[config.mk]
export PLATFORM = sky130hd
export DESIGN_NAME = broker_locator_validator_core
export DESIGN_NICKNAME = d
export VERILOG_FILES = /design/src/blv_pkg.sv /design/src/broker_locator_validator_core.sv /design/src/blv_scan.sv
export VERILOG_INCLUDE_DIRS = /design/src /design/src/src
export SDC_FILE = /design/constraint.sdc
export NUM_CORES = 1
export LEC_CHECK = 0
export BUFFER_PORTS_ARGS = -buffer_cell sky130_fd_sc_hd__buf_2
export CORE_UTILIZATION = 37
export DETAILED_ROUTE_END_ITERATION = 10
export HOLD_SLACK_MARGIN = 0.1
export PLACE_DENSITY_LB_ADDON = 0.12
export SLEW_MARGIN = 20
export SYNTH_ARGS = -nofsm -noshare
export SYNTH_HDL_FRONTEND = slang
export SYNTH_SLANG_ARGS = --single-unit
[constraint.sdc]
create_clock -name clock -period 4.8 [get_ports clock]
set_input_delay 0 -clock clock [delete_from_list [all_inputs] [get_ports clock]]
set_output_delay 0 -clock clock [all_outputs]
set_load 0.05 [all_outputs]
[src/broker_locator_validator_core_assert.svh]
// Assertion macros for the broker locator validator.
`ifndef BROKER_LOCATOR_VALIDATOR_CORE_ASSERT_SVH
`define BROKER_LOCATOR_VALIDATOR_CORE_ASSERT_SVH

`ifndef SYNTHESIS

// Same-cycle implication, disabled during reset.
`define BLV_ASSERT_IMPLY(label, clk, rst, ante, cons, msg) \
   label: assert property (@(posedge clk) disable iff (rst) (ante) |-> (cons)) \
      else $error(msg);

// Next-cycle implication, disabled during reset.
`define BLV_ASSERT_NEXT(label, clk, rst, ante, cons, msg) \
   label: assert property (@(posedge clk) disable iff (rst) (ante) |=> (cons)) \
      else $error(msg);

`else

`define BLV_ASSERT_IMPLY(label, clk, rst, ante, cons, msg)
`define BLV_ASSERT_NEXT(label, clk, rst, ante, cons, msg)

`endif

`endif

[src/blv_pkg.sv]
// Shared constants, types and the prefix table of the broker locator validator.
`default_nettype none

package blv_pkg;

   // Default longest accepted string, in characters.
   localparam int MAX_LEN_DEFAULT = 64;

   // Fixed scheme prefix "mqtt://".
   localparam int PREFIX_LEN = 7;

   // Port value: 17 bits so that the saturated value fits.
   localparam int PORT_WIDTH = 17;
   localparam logic [PORT_WIDTH-1:0] PORT_MAX = 17'd65535;
   localparam logic [PORT_WIDTH-1:0] PORT_SAT = 17'd65536;

   // Byte codes that the scanner tests against.
   localparam logic [7:0] CHAR_END   = 8'h00;
   localparam logic [7:0] CHAR_SPACE = 8'h20;
   localparam logic [7:0] CHAR_DEL   = 8'h7f;
   localparam logic [7:0] CHAR_COLON = 8'h3a;
   localparam logic [7:0] CHAR_ZERO  = 8'h30;
   localparam logic [7:0] CHAR_NINE  = 8'h39;

   // One step handed from the handshake logic to the scanner.
   typedef struct packed {
      logic       fire;
      logic [7:0] char_byte;
   } blv_step_type;

   // Expected byte of the prefix at a given position.
   function automatic logic [7:0] prefix_byte(input logic [2:0] idx);
      logic [7:0] b;
      case (idx)
         3'd0: b = 8'h6d;   // m
         3'd1: b = 8'h71;   // q
         3'd2: b = 8'h74;   // t
         3'd3: b = 8'h74;   // t
         3'd4: b = 8'h3a;   // :
         3'd5: b = 8'h2f;   // /
         3'd6: b = 8'h2f;   // /
         default: b = 8'h00;
      endcase
      return b;
   endfunction

endpackage

`default_nettype wire

[src/broker_locator_validator_core.sv]
// Top level of the broker locator validator: request and response handshakes.
//
// Usage: a locator string is sent one byte per request on req_char_byte, with
// a zero byte closing it. Only the zero byte gives a response: rsp_locator_valid
// is 1 when the string was "mqtt://host:port" with a clean host, a port of
// 1 to 65535 and a length within MAX_LEN. The scanner then clears itself for
// the next string.
// Throughput: one request per cycle while req_ready is high. A request is held
// in an input register and then folded into the scanner state.
// Response: rsp_valid is registered and set when its zero byte moves on.
// Stalls: while a response waits on rsp_ready, byte requests keep flowing; only
// a second zero byte waits in the input register, and req_ready drops while it
// cannot move on.
// Reset: synchronous, active high; clears both handshakes and all scanner
// state, so the first byte after reset starts a new string.
`default_nettype none

`include "broker_locator_validator_core_assert.svh"

module broker_locator_validator_core
   import blv_pkg::*;
#(
   parameter int MAX_LEN = MAX_LEN_DEFAULT
) (
   input  wire logic       clock,
   input  wire logic       reset,
   input  wire logic       req_valid,
   output logic            req_ready,
   input  wire logic [7:0] req_char_byte,
   output logic            rsp_valid,
   input  wire logic       rsp_ready,
   output logic            rsp_locator_valid
);

   logic         in_valid_ff;
   logic [7:0]   in_byte_ff;
   logic         rsp_valid_ff;
   logic         rsp_data_ff;
   logic         in_zero;
   logic         advance;
   logic         verdict_ok;
   blv_step_type step;

   // A held byte moves on unless it is an end byte facing a full response slot.
   assign in_zero   = (in_byte_ff == CHAR_END);
   assign advance   = in_valid_ff && (!in_zero || !rsp_valid_ff || rsp_ready);
   assign req_ready = !in_valid_ff || advance;

   assign step.fire      = advance;
   assign step.char_byte = in_byte_ff;

   blv_scan #(
      .MAX_LEN (MAX_LEN)
   ) u_scan (
      .clock      (clock),
      .reset      (reset),
      .step       (step),
      .verdict_ok (verdict_ok)
   );

   // Input register.
   always_ff @(posedge clock) begin
      if (reset) begin
         in_valid_ff <= 1'b0;
      end else if (req_ready) begin
         in_valid_ff <= req_valid;
      end
   end

   always_ff @(posedge clock) begin
      if (req_ready && req_valid) begin
         in_byte_ff <= req_char_byte;
      end
   end

   // Response register.
   always_ff @(posedge clock) begin
      if (reset) begin
         rsp_valid_ff <= 1'b0;
      end else if (advance && in_zero) begin
         rsp_valid_ff <= 1'b1;
      end else if (rsp_ready) begin
         rsp_valid_ff <= 1'b0;
      end
   end

   always_ff @(posedge clock) begin
      if (advance && in_zero) begin
         rsp_data_ff <= verdict_ok;
      end
   end

   assign rsp_valid         = rsp_valid_ff;
   assign rsp_locator_valid = rsp_data_ff;

   // An end byte that moves on always leaves a response behind.
   `BLV_ASSERT_NEXT(a_end_gives_rsp, clock, reset, advance && in_zero, rsp_valid_ff, "end byte lost its response")

   // A plain byte never creates a response of its own.
   `BLV_ASSERT_NEXT(a_byte_no_rsp, clock, reset, advance && !in_zero && !(rsp_valid_ff && !rsp_ready), !rsp_valid_ff, "plain byte produced a response")

   // Back-pressure only ever comes from a blocked end byte.
   `BLV_ASSERT_IMPLY(a_ready_low_cause, clock, reset, !req_ready, in_valid_ff && in_zero && rsp_valid_ff && !rsp_ready, "request stalled without a blocked end byte")

endmodule

`default_nettype wire

[src/blv_scan.sv]
// Per-byte scanner state and the verdict for the string seen so far.
`default_nettype none

module blv_scan
   import blv_pkg::*;
#(
   parameter int MAX_LEN = MAX_LEN_DEFAULT
) (
   input  wire logic         clock,
   input  wire logic         reset,
   input  wire blv_step_type step,
   output logic              verdict_ok
);

   localparam int CountWidth = $clog2(MAX_LEN + 2);
   localparam logic [CountWidth-1:0] CountPrefix = CountWidth'(PREFIX_LEN);
   localparam logic [CountWidth-1:0] CountMax    = CountWidth'(MAX_LEN);
   localparam logic [CountWidth-1:0] CountSat    = CountWidth'(MAX_LEN + 1);

   logic [CountWidth-1:0] char_count_ff, char_count_in;
   logic                  prefix_ok_ff, prefix_ok_in;
   logic                  host_bad_ff, host_bad_in;
   logic                  colon_seen_ff, colon_seen_in;
   logic                  colon_at_start_ff, colon_at_start_in;
   logic [PORT_WIDTH-1:0] port_value_ff, port_value_in;
   logic                  port_non_digit_ff, port_non_digit_in;
   logic                  port_nonempty_ff, port_nonempty_in;

   logic [7:0]  c;
   logic        is_digit;
   logic [20:0] port_next;

   assign c        = step.char_byte;
   assign is_digit = c inside {[CHAR_ZERO:CHAR_NINE]};

   // Running decimal value; the low nibble of an ASCII digit is its value.
   assign port_next = 21'(port_value_ff) * 21'd10 + {17'd0, c[3:0]};

   // Verdict on the string as it stands; used when the end byte arrives.
   assign verdict_ok = (char_count_ff >= CountPrefix) && (char_count_ff <= CountMax)
                       && prefix_ok_ff && colon_seen_ff && !colon_at_start_ff
                       && !host_bad_ff && port_nonempty_ff && !port_non_digit_ff
                       && (port_value_ff != '0) && (port_value_ff <= PORT_MAX);

   // Next state for one byte.
   always_comb begin
      char_count_in     = char_count_ff;
      prefix_ok_in      = prefix_ok_ff;
      host_bad_in       = host_bad_ff;
      colon_seen_in     = colon_seen_ff;
      colon_at_start_in = colon_at_start_ff;
      port_value_in     = port_value_ff;
      port_non_digit_in = port_non_digit_ff;
      port_nonempty_in  = port_nonempty_ff;
      if (step.fire) begin
         if (c == CHAR_END) begin
            char_count_in     = '0;
            prefix_ok_in      = 1'b1;
            host_bad_in       = 1'b0;
            colon_seen_in     = 1'b0;
            colon_at_start_in = 1'b0;
            port_value_in     = '0;
            port_non_digit_in = 1'b0;
            port_nonempty_in  = 1'b0;
         end else begin
            if (char_count_ff != CountSat) begin
               char_count_in = char_count_ff + 1'b1;
            end
            if (char_count_ff < CountPrefix) begin
               if (c != prefix_byte(char_count_ff[2:0])) begin
                  prefix_ok_in = 1'b0;
               end
            end else begin
               if ((c <= CHAR_SPACE) || (c == CHAR_DEL)) begin
                  host_bad_in = 1'b1;
               end
               if (c == CHAR_COLON) begin
                  colon_seen_in     = 1'b1;
                  colon_at_start_in = (char_count_ff == CountPrefix);
                  port_value_in     = '0;
                  port_non_digit_in = 1'b0;
                  port_nonempty_in  = 1'b0;
               end else begin
                  port_nonempty_in = 1'b1;
                  if (is_digit) begin
                     port_value_in = (port_next > 21'(PORT_MAX)) ? PORT_SAT
                                                                 : port_next[16:0];
                  end else begin
                     port_non_digit_in = 1'b1;
                  end
               end
            end
         end
      end
   end

   // State registers.
   always_ff @(posedge clock) begin
      if (reset) begin
         char_count_ff     <= '0;
         prefix_ok_ff      <= 1'b1;
         host_bad_ff       <= 1'b0;
         colon_seen_ff     <= 1'b0;
         colon_at_start_ff <= 1'b0;
         port_value_ff     <= '0;
         port_non_digit_ff <= 1'b0;
         port_nonempty_ff  <= 1'b0;
      end else begin
         char_count_ff     <= char_count_in;
         prefix_ok_ff      <= prefix_ok_in;
         host_bad_ff       <= host_bad_in;
         colon_seen_ff     <= colon_seen_in;
         colon_at_start_ff <= colon_at_start_in;
         port_value_ff     <= port_value_in;
         port_non_digit_ff <= port_non_digit_in;
         port_nonempty_ff  <= port_nonempty_in;
      end
   end

endmodule

`default_nettype wire

* Yosys cells after proc, flatten, opt, wreduce, memory -nomap -nowiden
Index checks and enable logic that the tools add are counted.
Word-level totals: register bits 41, input port bits 12, output and inout port bits 3, word-level logic and storage cells 110
Operators by class: $add $sub $neg 2, multiply operators 1, $lt $le $gt $ge 8, equality and inequality tests 13, muxes and demuxes 32, reduce and logical (&&, ||, !) cells 42
Operators with widths (number):
- 2-to-1 mux 17 bit | 5
- case mux 7 bit (5 select lines) | 1
- 2-to-1 mux 8 bit | 3
- adder 21 x 4 -> 21 bit | 1
- > comparator 21 x 16 -> 1 bit, second input constant | 1
- 2-to-1 mux 1 bit | 21
- multiplier 17 x 3 -> 20 bit, second input constant | 1
- <= comparator 17 x 16 -> 1 bit, second input constant | 1
- nonzero test 17 bit | 1
- <= comparator 8 x 6 -> 1 bit, second input constant | 2
- AND reduction 3 bit | 5
- 2-to-1 mux 7 bit | 2
- logical AND 1 bit | 13
- nonzero test 2 bit | 6
- equality test 3 bit, second input constant | 3
- equality test 8 x 6 -> 1 bit, second input constant | 1
- equality test 8 x 7 -> 1 bit, second input constant | 1
- >= comparator 8 x 6 -> 1 bit, second input constant | 1
- logical NOT 8 bit | 1
- != test 8 bit | 1
- adder 7 x 1 -> 7 bit, second input constant | 1
- equality test 7 x 3 -> 1 bit, second input constant | 1
- >= comparator 7 x 3 -> 1 bit, second input constant | 1
- <= comparator 7 bit, second input constant | 1
- other kinds (12) | 23

* Depth between registers and ports, before layout
Gate-level depths: netlist (run 1).
depth after elaboration 10, depth in mapped cells 12, depth with buffers taken out 11

* Modules after synthesis
From an unflattened synthesis (run 1), not the netlist that was laid out.
Second synthesis, totals: cells, all modules 341, area total of the unflattened synthesis 3116.7 µm²
By module, submodules not included:
- blv_scan | times used 1, cells an instance 315, area an instance 2677.6 µm², sequential area each 600.6 µm²
- broker_locator_validator_core | times used 1, cells an instance 26, area an instance 439.2 µm², sequential area each 310.3 µm²

* Least setup slack after synthesis (run 1)
OpenSTA, ideal clock, no wires.
path type register -> register, from register u_scan.port_value_ff[1], to register u_scan.port_value_ff[10], library setup time 96 ps, arrival 3349 ps, data required time 4704 ps, setup slack 1355 ps, stages on the path, launching flop included 13, buffers on the path 1, clock period less this slack 3445 ps, cell sequence dfxtp_1 > ha_1 > ha_1 > fa_1 > a21o_1 > a221oi_2 > o221ai_2 > nor3b_1 > mux2i_1 > a211oi_1 > mux2_4 > buf_6 > o41ai_2
On the way: word-level cells in the longest chain between the ends 8
RTL lines:
- from (decl) | RTL line blv_scan.sv:25 | logic [PORT_WIDTH-1:0] port_value_ff, port_value_in;
- from (signal assigned) | RTL line blv_scan.sv:114 | port_value_ff <= port_value_in;
- multiplier 17 x 3 -> 20 bit * | RTL line blv_scan.sv:37 | assign port_next = 21'(port_value_ff) * 21'd10 + {17'd0, c[3:0]};
- adder 21 x 4 -> 21 bit * | RTL line blv_scan.sv:37
- > comparator 21 x 16 -> 1 bit | RTL line blv_scan.sv:86 | port_value_in = (port_next > 21'(PORT_MAX)) ? PORT_SAT
- 2-to-1 mux 17 bit * | RTL line blv_scan.sv:86
- 2-to-1 mux 17 bit * | RTL line blv_scan.sv:85 | if (is_digit) begin
- 2-to-1 mux 17 bit * | RTL line blv_scan.sv:77 | if (c == CHAR_COLON) begin
- 2-to-1 mux 17 bit * | RTL line blv_scan.sv:69 | if (char_count_ff < CountPrefix) begin
- 2-to-1 mux 17 bit * | RTL line blv_scan.sv:56 | if (c == CHAR_END) begin
Every way passes the cells marked *; elsewhere a longest branch is shown, timed or not. The select of a mux whose other input is x is not followed. A chain may end at the register's enable or synchronous reset.

* Worst setup path in the final report (run 1)
from register u_scan.port_value_ff[1], to register u_scan.port_value_ff[3]
The elaborated chain is that of the path after synthesis.

==> results of run 1 <==
-- area by class of cell --
class                           count  area share (%)
Timing Repair Buffer               25            4.98
Sequential cell                    41            25.2
Clock buffer                        8            2.49
Inverter                           13            1.35
Multi-Input combinational cell    309            62.3
Tap cell                          108            3.73
-- kinds of logic (layout without fill, tap and decap cells) --
kind of cell               Yosys count  in the layout  synth area share (%)
adders and majority gates           40             40                  15.7
xor gates and xnor gates            28             28                  7.46
buffers and inverters               30             46                  3.77
muxes                                5              5                  1.67
and+or+nand+nor                    142            142                  21.7
DFF                                 41             41                  27.7
AOI/OAI and AO/OA                   94             94                  22.1
-- synth_stat cells, types with 9 or more instances --
cell type | n | area, um2
xor2_1 | 16 | 140
o41ai_2 | 9 | 146
nand4_1 | 9 | 56.3
clkbuf_1 | 13 | 48.8
o41ai_1 | 9 | 78.8
xnor2_1 | 12 | 105
a21oi_1 | 28 | 140
edfxtp_1 | 9 | 270
ha_1 | 38 | 475
nor2_1 | 41 | 154
nand2_1 | 35 | 131
dfxtp_1 | 32 | 641
inv_1 | 13 | 48.8
o21ai_0 | 10 | 50.1
nor3_1 | 9 | 45.0
-- layout by cell type (no fill, tap or decap), types with 6 or more instances in the layout --
master and instances:
nor2_1 41, ha_1 38, nand2_1 35, dfxtp_1 32
a21oi_1 28, xor2_1 16, buf_2 14, inv_1 13
xnor2_1 12, dlygate4sd3_1 11, o21ai_0 10, nor3_1 9
nand4_1 9, o41ai_1 9, o41ai_2 9, edfxtp_1 9
nand3_1 8, nor4_1 7, a21o_1 7, clkbuf_8 6
-- what timing repair did --
action,CTS,global route
hold endpoints to repair,10,0
hold buffers,11,0
resized for setup,0,0
-- worst min-delay path by stage --
stage	end	slack, ns	cells past startpoint
finish	u_scan.char_count_ff[2]$_SDFFE_PP0P_	0.19	2
global route	u_scan.colon_at_start_ff$_SDFFE_PP0P_	0.24	2
CTS	u_scan.char_count_ff[2]$_SDFFE_PP0P_	0.18	2
detailed placement	in_byte_ff[3]$_DFFE_PP_	0.18	1
global placement	in_byte_ff[6]$_DFFE_PP_	0.18	1
floorplan	in_byte_ff[0]$_DFFE_PP_	0.1	0
-- power groups by stage --
stage | clock network [uW] | registers [uW] | logic [uW]
finish | 235 | 374 | 57.2
global route | 259 | 376 | 64.6
CTS | 243 | 373 | 57.3
detailed placement | 0 | 381 | 50.4
global placement | 0 | 381 | 49.5
floorplan | 0 | 375 | 40.9
-- metal layers --
metal	part of all wire (%)	routed length (um)	vias up	GRT usage [%]
li1	-	-	1452	-
met1	48	3670	1288	22.6
met2	49	3780	31	33.0
met3	2.0	151	7	2.37
met4	0.86	66	0	4.17
met5	0	0	-	0
-- through the flow --
stage	area, um2	power [uW]	utilization (%)
6_report	3620	666	41.7
5_1_grt	3620	699	41.7
3_5_place_dp	3420	432	39.4
2_1_floorplan	3290	416	-
3_3_place_gp	3420	431	39.4
4_1_cts	3620	673	41.7
-- sequential cells by signal (all words and copies together) (netlist names) --
signal	cells
in_byte_ff	8
in_valid_ff	1
rsp_locator_valid	1
rsp_valid	1
u_scan.char_count_ff	7
u_scan.colon_at_start_ff	1
u_scan.colon_seen_ff	1
u_scan.host_bad_ff	1
u_scan.port_non_digit_ff	1
u_scan.port_nonempty_ff	1
u_scan.port_value_ff	17
u_scan.prefix_ok_ff	1
-- worst reg2reg max path, stage by stage, from the launching register on --
cell,delay [ns]
dfxtp_1,0.44
ha_1,0.27
ha_1,0.24
fa_1,0.40
a21o_1,0.22
a221oi_2,0.43
o221ai_2,0.28
nor4_1,0.28
a21oi_1,0.10
mux2i_1,0.19
nand4_2,0.51
o41ai_1,0.51
==> results by group, run 1 <==
Place
  – Post-DP HPWL: 5.79 mm
  – # port buffers: 14
  – Placed insts: 485
  – Pre-CTS setup slack: 0.837 ns
  – Final GP Congestion: 0.731

Power and ir drop
  – VDD IR max: 0.103 mV
  – Psw: 162 uW
  – Switching part of the total: 24.4%
  – Leakage: 0.00154 uW
  – Power Internal: 504 uW
  – Pwr/cell area: 184 nW/um2
  – Sequential share of power: 56.1%
  – Clock Power Share: 35.3%
  – Logic pwr share: 8.6%

Cells and area
  – Reg area: 911 um2
  – Final instance count without filler cells: 504
  – Layout net count: 447
  – Ant. Diodes: 0
  – Footprint of the multi-input gates: 2250 um2
  – Layout cell share with drive strength beyond 1: 9.09%
  – Fillers: 909
  – Area growth, synth to finish: 10.0%

Setup path
  – Most used cell, CP: ha_1
  – Critical-path cell list: ha_1, ha_1, fa_1, a21o_1, a221oi_2, o221ai_2, nor4_1, a21oi_1, mux2i_1, nand4_2, o41ai_1
  – FF-to-FF Start: u_scan.port_value_ff[1]$_SDFFE_PP0P_
  – Worst r2r path cells: 11
  – Slowest stage cell on the critical path: nand4_2
  – Worst Setup Path Type: flop to flop
  – Crit Path Max Fanout: 17
  – Worst R2R End: u_scan.port_value_ff[3]$_SDFFE_PP0P_
  – Critical Path RT: 4.98 ns
  – WP buf/inv: 0
  – Critical path's largest stage delay: 0.51 ns
  – Setup crit end: u_scan.port_value_ff[3]$_SDFFE_PP0P_
  – CP top delay family: compound AO/OA/AOI/OAI gates
  – Crit path DAT: 4.16 ns
  – Instance count on the critical path: 11
  – R2r setup slk: 0.82 ns
  – Nature of the critical path endpoint: flop
  – CP startpoint: u_scan.port_value_ff[1]$_SDFFE_PP0P_
  – Startpoint types: flop

Clock tree
  – CTS tree: built
  – Num CTS Buffers: 5
  – Clk_lat worst skew: 0.30 ns
  – Root buf cell: clkbuf_8
  – Clock-pin slew on the worst setup and hold paths: 0.09 ns
  – Sink Count: 41
  – CTS Buffer Depth: 2
  – Post-CTS setup buffer count: 0
  – CTS H-tree lvls: 2

Floorplan
  – I/O pins: 15
  – Site row count: 34
  – Initial core utilization: 37.9%
  – Die Height: 96.3 um
  – Core area: 8680 um2
  – Die area: 9270 um2
  – Die Wd: 96.3 um

Logic synthesis
  – Syn Nets: 432
  – FF+latch count, synth: 41
  – Mapped Area: 3290 um2
  – Ys flop type: dfxtp_1
  – Ys Warns: 0
  – Asr flop ratio synth: 0%
  – Seq/Total Area, Yosys: 27.7%
  – Post-synth EDFFs: 9
  – Yosys cell types: 53
  – Avg Cell Area, Syn: 8.66 um2
  – Post-Synthesis Cells: 380

Hold path
  – Hold_sp: reset
  – Hold WC Path Type: primary input to flop

Route
  – Drt wl/cell: 15.2 um
  – Vias post-DR: 2778
  – Vias per inst: 5.51
  – DRT Pass-1 Iters: 4
  – Final ANT Viol Nets: 0
  – DRC viols: 0
  – Routed WL: 7.66 mm
  – Starting DRT DRC Count: 109

Global route
  – Vias in the first global route: 2736
  – First-pass GRT wire length: 13.1 mm
  – Initial antenna violation count: 0
  – GRT Util Overall: 18.2%
  – Largest net degree at the start of global routing: 27
  – Gr ovfl total: 0

STA
  – Final Hold Fails: 0
  – Setup Skew: 0.0139 ns
  – Min Tclk post-route: 3.98 ns
  – Unrepaired setup endpoints after global routing: no
  – Fin crit share: 82.9%
  – Rel. slew slack: 29.6%
  – Fin Hold WS: 0.189 ns
  – Setup TNS: 0 ns
  – Final setup vio count: 0
  – Fin worst setup slack: 0.822 ns
  – Fmax: 251 MHz
  – Max-slew violations: 0
  – Worst slew pin tran: 1.05 ns

Job
  – Max_cap viols: 0

Run status
  – Status: completed
Power figures use the tool's default switching activity.
==> run 2, diff against run 1 <==
- clock period: 4.8 -> 3.6 ns (I/O delays scaled with it)
==> run 2 against run 1 <==
Combinational power is 38% higher. Non-clock buffer count rose by 25. Sequential cell count unchanged. Via count rose by 5.9%. Power grew 39%. Critical path type unchanged.
==> results by group, run 2 (synthesis gave the netlist of run 1 again) <==
Run status
  – Status: completed (unchanged)

Power and ir drop
  – Power Internal: 695 uW (was 504 uW)
  – Clock Power Share: 37.7% (was 35.3%)
  – VDD IR max: 0.172 mV (was 0.103 mV)
  – Leakage: 0.00173 uW (was 0.00154 uW)
  – Psw: 231 uW (was 162 uW)
  – Switching part of the total: 25.0% (was 24.4%)
  – Logic pwr share: 8.5% (was 8.6%)
  – Pwr/cell area: 230 nW/um2 (was 184 nW/um2)
  – Sequential share of power: 53.8% (was 56.1%)

Cells and area
  – Top Registers: u_scan.port_value_ff: 17 flops, in_byte_ff: 8 flops, u_scan.char_count_ff: 7 flops (unchanged)
  – Largest Register: u_scan.port_value_ff (unchanged)
  – Ant. Diodes: 0 (unchanged)
  – Finished Core Util: 46.3% (was 41.7%)
  – Largest register FFs: 17 (unchanged)
  – Area growth, synth to finish: 22.2% (was 10.0%)
  – Fin area: 4020 um2 (was 3620 um2)
  – Layout net count: 474 (was 447)
  – Commonest non-fill, non-tap cell in the layout: nor2_1 (unchanged)
  – Most frequent cells in the layout: nor2_1 (41), ha_1 (35), nand2_1 (34), dfxtp_1 (32), a21oi_1 (28) (was nor2_1 (41), ha_1 (38), nand2_1 (35), dfxtp_1 (32), a21oi_1 (28))
  – Fillers: 883 (was 909)
  – Layout cell share with drive strength beyond 1: 18.9% (was 9.09%)

Hold path
  – Hold WC Path Type: primary input to flop (unchanged)

Floorplan
  – Site row count: 34 (unchanged)
  – Initial core utilization: 37.9% (unchanged)
  – I/O pins: 15 (unchanged)
  – Die Wd: 96.3 um (unchanged)
  – Core area: 8680 um2 (unchanged)
  – Die Height: 96.3 um (unchanged)
  – Die area: 9270 um2 (unchanged)

Route
  – Drt wl/cell: 15.6 um (was 15.2 um)
  – DRT Pass-1 Iters: 4 (unchanged)
  – Vias post-DR: 2942 (was 2778)
  – DRC viols: 0 (unchanged)
  – Vias per inst: 5.54 (was 5.51)
  – Final ANT Viol Nets: 0 (unchanged)
  – Starting DRT DRC Count: 94 (was 109)
  – Routed WL: 8.30 mm (was 7.66 mm)

STA
  – Min Tclk post-route: 3.50 ns (was 3.98 ns)
  – Max-slew violations: 0 (unchanged)
  – Rel. slew slack: 33.3% (was 29.6%)
  – Setup Skew: 0.00805 ns (was 0.0139 ns)
  – Fin crit share: 97.3% (was 82.9%)
  – Final Hold Fails: 0 (unchanged)
  – Worst slew pin tran: 0.997 ns (was 1.05 ns)
  – Fmax: 286 MHz (was 251 MHz)
  – Final setup vio count: 0 (unchanged)

Clock tree
  – Sink Count: 41 (unchanged)
  – CTS H-tree lvls: 2 (unchanged)
  – Root buf cell: clkbuf_8 (unchanged)
  – CTS tree: built (unchanged)
  – Clock-pin slew on the worst setup and hold paths: 0.09 ns (about the same)
  – Num CTS Buffers: 5 (unchanged)
  – CTS Buffer Depth: 2 (unchanged)
  – Clk_lat worst skew: 0.30 ns (about the same)

Job
  – Max_cap viols: 0 (unchanged)

Setup path
  – Worst Setup Path Type: flop to flop (unchanged)
  – Crit Path Max Fanout: 5 (was 17)
  – Most used cell, CP: buf_4 (was ha_1)
  – Critical Path RT: 3.80 ns (was 4.98 ns)
  – Slowest stage cell on the critical path: or4b_2 (was nand4_2)
  – Nature of the critical path endpoint: flop (unchanged)
  – Worst r2r path cells: 12 (was 11)
  – Worst R2R End: u_scan.port_value_ff[14]$_SDFFE_PP0P_ (was u_scan.port_value_ff[3]$_SDFFE_PP0P_)
  – CP startpoint: u_scan.port_value_ff[4]$_SDFFE_PP0P_ (was u_scan.port_value_ff[1]$_SDFFE_PP0P_)
  – Setup crit end: u_scan.port_value_ff[14]$_SDFFE_PP0P_ (was u_scan.port_value_ff[3]$_SDFFE_PP0P_)
  – R2r setup slk: 0.1 ns (was 0.82 ns)
  – Startpoint types: flop (unchanged)
  – Crit path DAT: 3.70 ns (was 4.16 ns)
  – FF-to-FF Start: u_scan.port_value_ff[4]$_SDFFE_PP0P_ (was u_scan.port_value_ff[1]$_SDFFE_PP0P_)
  – Critical path's largest stage delay: 0.63 ns (was 0.51 ns)
  – Critical-path cell list: buf_4, ha_1, ha_4, and3_1, a221oi_4, or4b_2, nand3_1, nand2_1, a211oi_2, buf_4, mux2_4, o41ai_2 (was ha_1, ha_1, fa_1, a21o_1, a221oi_2, o221ai_2, nor4_1, a21oi_1, mux2i_1, nand4_2, o41ai_1)

Global route
  – Largest net degree at the start of global routing: 27 (unchanged)
  – Initial antenna violation count: 0 (unchanged)
  – GRT Util Overall: 18.3% (was 18.2%)
  – First-pass GRT wire length: 13.2 mm (was 13.1 mm)
  – Vias in the first global route: 2854 (was 2736)
  – Gr ovfl total: 0 (unchanged)

Place
  – Cell Area, Placed: 3580 um2 (was 3420 um2)
  – Final GP Congestion: 0.790 (was 0.731)
  – # port buffers: 14 (unchanged)
  – Post-DP HPWL: 5.85 mm (was 5.79 mm)
==> run 2: cell types whose count changed in the layout (fill, tap and decap cells not counted), sizes merged <==
cell | previous run | this run
buf | 14 | 39
mux2 | 1 | 3
clkinv | 0 | 1
clkbuf | 8 | 6
clkinvlp | 0 | 1
==> run 2: cell type report <==
type	count	area [um2]	area share, %
repair buffers	50	380	9.46
inverters	13	48.8	1.21
flip-flops and latches	41	911	22.7
multi-input cells	311	2430	60.6
clock inverters	2	16.3	0.405
clock buffers	6	93.8	2.33
well taps	108	135	3.36
==> run 2: metrics by stage <==
step	TNS [ns]	total power [uW]	setup WS (ns)	hold slack [ns]	cells
after floorplan	0	554	0.155	0.0989	380
after global placement	-0.0665	575	-0.0386	0.176	505
after detailed placement	-0.222	577	-0.0500	0.178	505
after CTS	-0.0125	935	-0.0125	0.188	524
after global routing	-0.398	969	-0.0624	0.266	531
final	0	927	0.0985	0.223	531
==> run 2: worst min-delay path by stage <==
stage / from / to / depth (start not counted)
after global placement: req_char_byte[6] / in_byte_ff[6]$_DFFE_PP_ / 1
final: reset / u_scan.char_count_ff[2]$_SDFFE_PP0P_ / 2
after global routing: reset / u_scan.char_count_ff[2]$_SDFFE_PP0P_ / 2
after detailed placement: req_char_byte[0] / in_byte_ff[0]$_DFFE_PP_ / 1
after CTS: reset / u_scan.char_count_ff[2]$_SDFFE_PP0P_ / 2
after floorplan: req_char_byte[0] / in_byte_ff[0]$_DFFE_PP_ / 0
==> run 2: critical path: cells and delay by family, from the launching register on <==
family          cells  cell delay [ns]
flops               1             0.35
mux                 1             0.36
simple gates        4             1.06
buf+inv             2             0.34
compound gates      3             0.68
fa+ha+maj           2             0.61
==> run 2: power by group through the flow <==
| stage | Combinational [uW] | Sequential (uW) | Clock (uW) |
|---|---|---|---|
| after CTS | 77.3 | 498 | 360 |
| after global placement | 66.3 | 509 | 0 |
| final | 78.7 | 498 | 350 |
| after detailed placement | 68.0 | 509 | 0 |
| after floorplan | 54.5 | 500 | 0 |
| after global routing | 88.2 | 501 | 379 |
==> run 2: layer usage <==
layer	GRT usage, %	part of all wire (%)
met1	22.3	46
met2	33.5	52
met3	2.53	1.8
met4	4.90	0.72
met5	0	0
==> run 2: what timing repair did <==
action | in CTS | in global routing
hold buffers | 11 | 0
resized for setup | 1 | 22
gates cloned | 0 | 2
endpoints found under the setup margin | 15 | 17
pin swaps | 0 | 8
setup buffers | 0 | 5
endpoints found under the hold margin | 10 | 0
==> run 3, diff against run 2 <==
- CORE_UTILIZATION: 37 -> 40
==> run 3 against run 2 <==
Register-to-register slack better by 0.05 ns. Global-route usage is 0.86 points higher. Non-clock buffer count is 6 lower. Critical endpoint is now u_scan.port_value_ff[12]$_SDFFE_PP0P_. Critical path depth is 1 lower. Sequential share of layout area is 0.62 points higher. Combinational power is 2% lower. Largest cell class unchanged. Power is 0.92% higher. Clock skew hardly changed.
==> results by group, run 3 (synthesis gave the netlist of run 1 again) <==
Run status
  – Status: completed (unchanged)

Route
  – Routed WL: 7.92 mm (was 8.30 mm)
  – Drt wl/cell: 15.3 um (was 15.6 um)
  – DRT Pass-1 Iters: 4 (unchanged)
  – Final ANT Viol Nets: 0 (unchanged)
  – Starting DRT DRC Count: 103 (was 94)
  – DRC viols: 0 (unchanged)
  – Vias post-DR: 2940 (was 2942)
  – Vias per inst: 5.66 (was 5.54)

Floorplan
  – I/O pins: 15 (unchanged)
  – Die Height: 92.7 um (was 96.3 um)
  – Site row count: 32 (was 34)
  – Die Wd: 92.7 um (was 96.3 um)
  – Core area: 7850 um2 (was 8680 um2)
  – Initial core utilization: 41.9% (was 37.9%)
  – Die area: 8590 um2 (was 9270 um2)

STA
  – Fin Hold WS: 0.199 ns (was 0.223 ns)
  – Setup Skew: 0.00845 ns (was 0.00805 ns)
  – Min Tclk post-route: 3.45 ns (was 3.50 ns)
  – Max-slew violations: 0 (unchanged)
  – Final Hold Fails: 0 (unchanged)
  – Fmax: 290 MHz (was 286 MHz)
  – Rel. slew slack: 45.0% (was 33.3%)
  – Final setup vio count: 0 (unchanged)
  – Worst slew pin tran: 0.821 ns (was 0.997 ns)
  – Fin crit share: 95.8% (was 97.3%)

Place
  – Final GP Congestion: 0.839 (was 0.790)
  – # port buffers: 14 (unchanged)
  – Post-DP HPWL: 5.82 mm (was 5.85 mm)

Setup path
  – Critical-path cell list: ha_1, ha_1, and3_1, a221oi_4, or4b_2, nand3_1, nand2_1, a211oi_2, buf_4, mux2_4, o41ai_1 (was buf_4, ha_1, ha_4, and3_1, a221oi_4, or4b_2, nand3_1, nand2_1, a211oi_2, buf_4, mux2_4, o41ai_2)
  – Crit Path Max Fanout: 5 (unchanged)
  – Worst Setup Path Type: flop to flop (unchanged)
  – Most used cell, CP: ha_1 (was buf_4)
  – Crit path DAT: 3.64 ns (was 3.70 ns)
  – Startpoint types: flop (unchanged)
  – Critical path's largest stage delay: 0.62 ns (was 0.63 ns)
  – Slowest stage cell on the critical path: or4b_2 (unchanged)
  – Critical Path RT: 3.79 ns (was 3.80 ns)
  – Nature of the critical path endpoint: flop (unchanged)

Global route
  – GRT Util Overall: 19.2% (was 18.3%)
  – Most Used Layer, Global Route: met2 (unchanged)
  – Grt met1 use: 23.4% (was 22.3%)
  – First-pass GRT wire length: 13.2 mm (about the same)
  – Initial antenna violation count: 0 (unchanged)
  – Gr ovfl total: 0 (unchanged)
  – Vias in the first global route: 2860 (was 2854)
  – Largest net degree at the start of global routing: 27 (unchanged)
  – GRT met2 Usage: 34.5% (was 33.5%)
  – Grt met3 use: 2.22% (was 2.53%)

Cells and area
  – Reg area: 911 um2 (unchanged)
  – Largest register FFs: 17 (unchanged)
  – Most frequent cells in the layout: nor2_1 (41), ha_1 (37), nand2_1 (34), dfxtp_1 (32), a21oi_1 (28) (was nor2_1 (41), ha_1 (35), nand2_1 (34), dfxtp_1 (32), a21oi_1 (28))
  – Layout net count: 468 (was 474)
  – Commonest non-fill, non-tap cell in the layout: nor2_1 (unchanged)
  – Ant. Diodes: 0 (unchanged)
  – Area growth, synth to finish: 18.9% (was 22.2%)
  – Footprint of the multi-input gates: 2370 um2 (was 2430 um2)
  – Largest Register: u_scan.port_value_ff (unchanged)
  – Finished Core Util: 49.9% (was 46.3%)
  – Top Registers: u_scan.port_value_ff: 17 flops, in_byte_ff: 8 flops, u_scan.char_count_ff: 7 flops (unchanged)
  – Fillers: 793 (was 883)
  – Layout cell share with drive strength beyond 1: 16.5% (was 18.9%)

Clock tree
  – Clk_lat worst skew: 0.30 ns (about the same)
  – Clock-pin slew on the worst setup and hold paths: 0.08 ns (was 0.09 ns)
  – Root buf cell: clkbuf_8 (unchanged)
  – CTS tree: built (unchanged)
  – CTS Buffer Depth: 2 (unchanged)
  – Num CTS Buffers: 5 (unchanged)
  – Sink Count: 41 (unchanged)
  – CTS H-tree lvls: 2 (unchanged)

Hold path
  – Hold WC Path Type: primary input to flop (unchanged)

Power and ir drop
  – Pwr/cell area: 239 nW/um2 (was 230 nW/um2)
  – Leakage: 0.00169 uW (was 0.00173 uW)
  – VDD IR max: 0.127 mV (was 0.172 mV)

Job
  – Max_cap viols: 0 (unchanged)
run 3: cell types whose count changed in the layout (fill, tap and decap cells not counted), moves of 2 or more:
cell,previous run,this run
ha_4,2,0
ha_1,35,37
buf_4,24,18
o41ai_1,3,6
o41ai_2,13,11
run 3: final cells by class:
cell class | instances | share of cell area [%]
multi-input combinational | 311 | 60.7
inverter | 13 | 1.25
clock buffer | 7 | 2.75
tap | 102 | 3.26
timing repair buffer | 44 | 8.57
clock inverter | 1 | 0.192
sequential | 41 | 23.3
run 3: worst paths after layout:
check        slack [ns]                            startpoint  cells after the start                                    end
max                0.15  u_scan.port_value_ff[8]$_SDFFE_PP0P_                     11  u_scan.port_value_ff[12]$_SDFFE_PP0P_
min                0.20                                 reset                      2  u_scan.colon_at_start_ff$_SDFFE_PP0P_
max reg2reg        0.15  u_scan.port_value_ff[8]$_SDFFE_PP0P_                     11  u_scan.port_value_ff[12]$_SDFFE_PP0P_
min reg2reg        0.47      u_scan.prefix_ok_ff$_SDFFE_PP1P_                      1       u_scan.prefix_ok_ff$_SDFFE_PP1P_
run 3: stage by stage:
step	instance area, um2	std cells	setup slack (ns)	TNS [ns]	total power (uW)
2_1_floorplan	3290	380	0.155	0	554
3_3_place_gp	3540	494	0.0253	0	575
3_5_place_dp	3540	494	-0.0775	-0.471	576
4_1_cts	3780	513	0.00551	0	941
5_1_grt	3910	519	-0.0176	-0.0626	971
6_report	3910	519	0.152	0	935
run 3: worst max-delay path: cells and delay by family (launching register included):
kind                     cells  cell delay (ns)
flip-flops                   1             0.41
adder cells (fa/ha/maj)      2             0.67
AO/OA/AOI/OAI                3             0.65
buffers and inverters        1             0.17
AND/OR/NAND/NOR              4             1.11
multiplexers                 1             0.35
run 3: power breakdown:
part | internal (uW) | switching (uW) | total [uW]
clock network | 198 | 162 | 359
logic | 35.5 | 42.0 | 77.5
registers | 480 | 18.1 | 498
run 3: timing repair:
| item | in CTS | in global routing |
|---|---|---|
| pin swaps | 0 | 5 |
| setup endpoints to repair | 14 | 17 |
| gates resized for setup | 2 | 15 |
| hold endpoints to repair | 10 | 0 |
| hold buffers | 11 | 0 |
| buffers inserted | 0 | 4 |
| cloned | 0 | 2 |
run 3: metal layers:
metal,vias up,part of all wire (%)
li1,1493,-
met1,1389,46
met2,48,50
met3,10,2.0
met4,0,2.3
met5,-,0
